==> src/hdl/lpht_pkg.sv <==
`timescale 1ns / 1ps
`default_nettype none

package lpht_pkg;

    localparam int KEY_W  = 32;
    localparam int WORD_W = 64;
    localparam int SIZE_W = 11;
    localparam int STAT_W = 2;
    localparam int CNT_W  = $clog2(KEY_W);

    typedef logic [KEY_W-1:0]  key_t;
    typedef logic [WORD_W-1:0] word_t;
    typedef logic [SIZE_W-1:0] size_t;
    typedef logic [STAT_W-1:0] status_t;

    typedef struct packed {
        word_t first_extra;
        word_t second_extra;
        word_t element_value;
    } entry_data_t;

    localparam int DATA_W = $bits(entry_data_t);

    localparam logic REQ_INSERT = 1'b0;
    localparam logic REQ_SEARCH = 1'b1;

    localparam status_t STAT_OK   = 2'd0;
    localparam status_t STAT_FULL = 2'd1;
    localparam status_t STAT_ZERO = 2'd2;

    localparam size_t TABLE_SIZE_RESET = 11'd1024;

endpackage

`default_nettype wire

==> src/hdl/lpht_mod.sv <==
`timescale 1ns / 1ps
`default_nettype none

module lpht_mod
    import lpht_pkg::*;
#(
    parameter int MW = 11
) (
    input  wire logic          clk,
    input  wire logic          rst_n,
    input  wire logic          start,
    input  wire key_t          dividend,
    input  wire logic [MW-1:0] divisor,
    output logic               done,
    output logic      [MW-1:0] remainder
);

    logic             busy_reg, busy_next;
    logic             done_reg, done_next;
    logic [CNT_W-1:0] cnt_reg, cnt_next;
    logic [MW-1:0]    rem_reg, rem_next;
    key_t             dvd_reg, dvd_next;
    logic [MW-1:0]    div_reg, div_next;
    logic [MW:0]      trial;

    localparam logic [CNT_W-1:0] CNT_LAST = CNT_W'(KEY_W - 1);

    // one restoring step per cycle, msb of the dividend first
    always_comb
    begin
        trial     = {rem_reg, dvd_reg[KEY_W-1]};
        busy_next = busy_reg;
        done_next = 1'b0;
        cnt_next  = cnt_reg;
        rem_next  = rem_reg;
        dvd_next  = dvd_reg;
        div_next  = div_reg;
        if (start)
        begin
            busy_next = 1'b1;
            cnt_next  = '0;
            rem_next  = '0;
            dvd_next  = dividend;
            div_next  = divisor;
        end
        else if (busy_reg)
        begin
            if (trial >= {1'b0, div_reg})
            begin
                rem_next = MW'(trial - {1'b0, div_reg});
            end
            else
            begin
                rem_next = trial[MW-1:0];
            end
            dvd_next = {dvd_reg[KEY_W-2:0], 1'b0};
            cnt_next = cnt_reg + 1'b1;
            if (cnt_reg == CNT_LAST)
            begin
                busy_next = 1'b0;
                done_next = 1'b1;
            end
        end
    end

    always_ff @(posedge clk or negedge rst_n)
    begin
        if (!rst_n)
        begin
            busy_reg <= 1'b0;
            done_reg <= 1'b0;
            cnt_reg  <= '0;
        end
        else
        begin
            busy_reg <= busy_next;
            done_reg <= done_next;
            cnt_reg  <= cnt_next;
        end
    end

    always_ff @(posedge clk)
    begin
        rem_reg <= rem_next;
        dvd_reg <= dvd_next;
        div_reg <= div_next;
    end

    assign done      = done_reg;
    assign remainder = rem_reg;

endmodule

`default_nettype wire

==> config.mk <==
export PLATFORM = sky130hd
export DESIGN_NAME = lpht_mod
export DESIGN_NICKNAME = d
export VERILOG_FILES = /design/src/hdl/lpht_pkg.sv /design/src/hdl/lpht_mod.sv
export SDC_FILE = /design/constraint.sdc
export NUM_CORES = 1
export LEC_CHECK = 0
export BUFFER_PORTS_ARGS = -buffer_cell sky130_fd_sc_hd__buf_2
export CORE_ASPECT_RATIO = 1.1
export CORE_UTILIZATION = 45
export DETAILED_ROUTE_END_ITERATION = 10
export HOLD_SLACK_MARGIN = 0.12
export PLACE_DENSITY = 0.67
export SETUP_SLACK_MARGIN = 0.4
export SYNTH_ARGS = -nofsm -noshare
export SYNTH_HDL_FRONTEND = slang
export SYNTH_SLANG_ARGS = --single-unit
==> constraint.sdc <==
create_clock -name clk -period 4.3 [get_ports clk]
set_clock_uncertainty 0.05 [all_clocks]
set_input_delay 0.645 -clock clk [delete_from_list [all_inputs] [get_ports clk]]
set_output_delay 0.645 -clock clk [all_outputs]
set_load 0.02 [all_outputs]
Word level (Yosys, flattened, before mapping) --
Cells that the tools add are included. Widths: inputs -> output; s select.
Storage, ports and cells: flip-flop bits (word level) 61, input bits 46, output and inout bits 12, word-level logic and storage cells 22
Cells by class: add/subtract/negate cells 2, $lt $le $gt $ge 1, eq/ne operators 1, muxes and demuxes 11, reductions and logical operators 1
Operator list (number):
- $mux 32 | 2
- $ge 12x11->1 | 1
- $mux 11 | 1
- $sub 11x11->11 | 1
- $mux 5 | 2
- $mux 1 | 6
- $add 5x1->5 const B | 1
- $eq 5x5->1 const B | 1
- $reduce_bool 2->1 | 1

Longest topological paths before layout --
word-level depth 4, gate-level depth with buffers 10, mapped depth without buffers 9

Worst setup path before layout --
No wires, ideal clock.
path kind register -> register, start reg rem_reg[0] (netlist: remainder[0]), end reg rem_reg[6] (netlist: remainder[6]), library setup time 0.091 ns, arrival time 2.304 ns, required time 4.159 ns, slack 1.855 ns, stages on the path, launching flop included 9, clock period less this slack 2.445 ns, cells stage by stage dfxtp_1 > inv_1 > fa_1 > nand2b_1 > a21oi_1 > o2111a_1 > nor2_1 > or3b_1 > a311oi_1
On the way: word-level cells in the longest chain between the ends 2, elaborated cells between the ends (all ways) 3, those cells by class 1 x add/sub; 1 x order compare; 1 x mux
Ends and longest elaborated chain:
- start, declared | RTL line lpht_mod.sv:21 | logic [MW-1:0] rem_reg, rem_next;
- start signal, assigned | RTL line lpht_mod.sv:84 | rem_reg <= rem_next;
- $sub 11x11->11 / $ge 12x11->1 (equally long branches) | RTL line lpht_mod.sv:50, lpht_mod.sv:48
- $mux 11 * | RTL line lpht_mod.sv:48 | if (trial >= {1'b0, div_reg})
Every way passes the cells marked *; elsewhere a longest branch is shown, timed or not. A chain may end at the register's enable or synchronous reset.

Final worst setup path --
start reg div_reg[0], end reg rem_reg[6] (netlist: remainder[6])
On the way: word-level cells in the longest chain between the ends 2, elaborated cells between the ends (all ways) 3, those cells by class 1 x add/sub; 1 x order compare; 1 x mux
Ends and longest elaborated chain:
- start, declared | RTL line lpht_mod.sv:23 | logic [MW-1:0] div_reg, div_next;
- start signal, assigned | RTL line lpht_mod.sv:86 | div_reg <= div_next;
- $sub 11x11->11 / $ge 12x11->1 (equally long branches) | RTL line lpht_mod.sv:50, lpht_mod.sv:48
- $mux 11 * | RTL line lpht_mod.sv:48
Marks and branches as above.

==> flow_metrics.py <==
metrics = {
    "clock_network": {
        "cts_tree": "built",
        "clk_pin_slew_ps": 70,
        "cts.sinks": 61,
        "ctsHtreeMaxLevel": 3,
        "ctsHoldBuffers": 1,
        "post_cts_resized": 0,
        "clk_root_buffer_cell": "clkbuf_8",
        "cts_setup_buffers": 0,
        "clk_latency_ps": 340,
        "numCtsBuffers": 9,
        "clk_path_buf_depth": 2,
    },
    "die": {
        "fp.coreArea_sq_mm": 0.00659,
        "die_w_um": 80.9,
        "die_area_sq_mm": 0.00719,
        "start_util": 0.468,
        "top_level_ports": 58,
        "fp-row-count": 31,
        "die_h_um": 88.8,
    },
    "synthesis": {
        "syn-num-nets": 313,
        "async_flop_share": 0.115,
        "synth_cells": 253,
        "synthFlopType": "edfxtp_1",
        "synth_edf_count": 43,
        "syn-cell-area_sq_mm": 0.00308,
        "ys_types": 49,
        "yosysSeqAreaShare": 0.547,
        "synth_warnings": 0,
        "avgSynthCellArea_sq_um": 12.2,
        "synth-seq-cells": 61,
    },
    "placement": {
        "gp_congestion": 0.825,
        "io_buffers": 57,
        "hpwl_um": 3920,
        "pre_cts_slack_ps": 1720,
        "place_area_sq_mm": 0.00343,
    },
    "sta": {
        "tns_ps": 0,
        "fin_hold_ws_ps": 430,
        "period_needed_ps": 2600,
        "hold_viol": 0,
        "slew_violations": 0,
        "setup_ws_ps": 1700,
        "worstMarginPinSlew_ps": 701,
        "slew_headroom": 0.532,
        "finalCritPeriodShare": 0.604,
        "max_freq_ghz": 0.385,
        "rsz0062_at_grt": "false",
        "finalSetupViolations": 0,
    },
    "layout": {
        "final_area_sq_mm": 0.00362,
        "multi_input_area_sq_mm": 0.00128,
        "syn2layout_area_growth_pct": 17.6,
        "fillers": 596,
        "diodes": 0,
        "drive_above_1_share": 0.332,
        "largest_reg_flops": 32,
        "final-seq-area_sq_mm": 0.00169,
        "final_nets": 374,
    },
    "route": {
        "drtIter0Drc": 83,
        "ant_nets": 0,
        "num_vias": 2101,
        "drt_wl_total_um": 5720,
        "avgViaCountPerCell": 5.24,
        "drc": 0,
        "drt-pass1-iter-count": 4,
        "wl_per_cell_um": 14.3,
    },
    "global_route": {
        "grt_pass1_vias": 1964,
        "grt-ovfl-total": 0,
        "grt_pass1_wl_um": 9150,
        "grt_max_degree": 57,
        "antenna_found_initial": 0,
        "track_usage": 0.174,
    },
    "critical_path": {
        "cp_max_fo": 4,
        "endpoint_kind": "register",
        "arrival_ps": 2800,
        "startpoint_type": "register",
        "cp.required_ps": 4500,
        "crit_type": "register to register",
    },
    "flow_run": {
        "drv_cap": 0,
    },
    "run_status": {
        "status": "finished clean",
    },
    "power": {
        "vdd_drop_max_v": 0.000259,
        "powerDensity_mw_per_mm2": 514,
        "p_total_mw": 1.86,
        "leakage_nw": 1.60,
    },
    "worst_hold_path": {
        "hp-class": "input pin to register",
    },
}
[power breakdown]
part,internal (mW),switching [mW]
Sequential,0.715,0.0506
Combinational,0.275,0.336
Clock,0.261,0.224
[through the flow]
stage          utilization  instances
2_1_floorplan            -        253
3_3_place_gp         0.521        384
3_5_place_dp         0.521        384
4_1_cts              0.550        401
5_1_grt              0.550        401
6_report             0.550        401
[cell families after synthesis]
group           Yosys count  share of synthesized area
buf+inv                  26                     0.0365
fa+ha+maj                14                     0.0593
simple gates             63                      0.102
flops                    61                      0.547
compound gates           43                     0.0950
mux                      40                      0.143
xor+xnor                  6                     0.0170
[per-layer routing]
metal	track usage	wire (um)	vias up
li1	-	-	1047
met1	0.213	2650	996
met2	0.268	2610	47
met3	0.0711	345	11
met4	0.0795	114	0
met5	0	0	-
[synth_stat cells, types with 2 or more instances]
master / instances / area share
mux2i_1: 8 / 0.026
nor2b_1: 3 / 0.0061
dfxtp_1: 11 / 0.071
o21ai_0: 11 / 0.018
mux2_2: 32 / 0.12
a211o_1: 2 / 0.0057
and3_1: 3 / 0.0061
edfxtp_1: 43 / 0.42
nand3b_1: 2 / 0.0049
o211ai_1: 2 / 0.0049
nor3_1: 3 / 0.0049
a211oi_1: 2 / 0.0049
nor2_1: 27 / 0.033
nand2b_1: 2 / 0.0041
ha_1: 13 / 0.053
a21o_1: 3 / 0.0073
xor2_1: 3 / 0.0085
dfrtp_1: 7 / 0.057
a21oi_1: 8 / 0.013
buf_6: 2 / 0.0073
o31ai_1: 2 / 0.0049
clkbuf_1: 4 / 0.0049
xnor2_1: 3 / 0.0085
inv_1: 16 / 0.019
nand2_1: 12 / 0.015
buf_1: 4 / 0.0049
a311oi_1: 2 / 0.0057
o21a_1: 2 / 0.0049
[layout by cell type (no fill, tap or decap), types with 7 or more instances in the layout]
master,n
buf_2,57
edfxtp_1,43
mux2_2,32
nor2_1,27
inv_1,16
ha_1,13
nand2_1,12
o21ai_0,11
dfxtp_1,11
clkbuf_8,9
mux2i_1,8
a21oi_1,8
dfrtp_1,7
[critical path, stage by stage, from the launching register on]
cell and delay (ps):
edfxtp_1 370, ha_1 220, fa_1 420, nand2b_1 180, a21oi_1 220, o2111a_1 300
nor2_1 110, or3b_1 380, a311oi_1 260
[final timing paths]
kind,endpoint,cells past startpoint,startpoint,slack [ps]
hold reg to reg,remainder[2],2,remainder[2],450
max in group asynchronous,cnt_reg[0],2,rst_n,3430
hold / removal,div_reg[0],1,divisor[0],430
setup / recovery,remainder[6],8,div_reg[0],1700
setup reg to reg,remainder[6],8,div_reg[0],1700
min in group asynchronous,busy_reg,2,rst_n,610
[area by class of cell]
class,instances,share of cell area
flip-flops and latches,61,0.465
multi-input cells,166,0.354
repair buffers,60,0.0856
clock buffers,10,0.0352
well taps,82,0.0283
inverters,16,0.0166
clock inverters,6,0.0148
(Power assumes the default switching activity.)
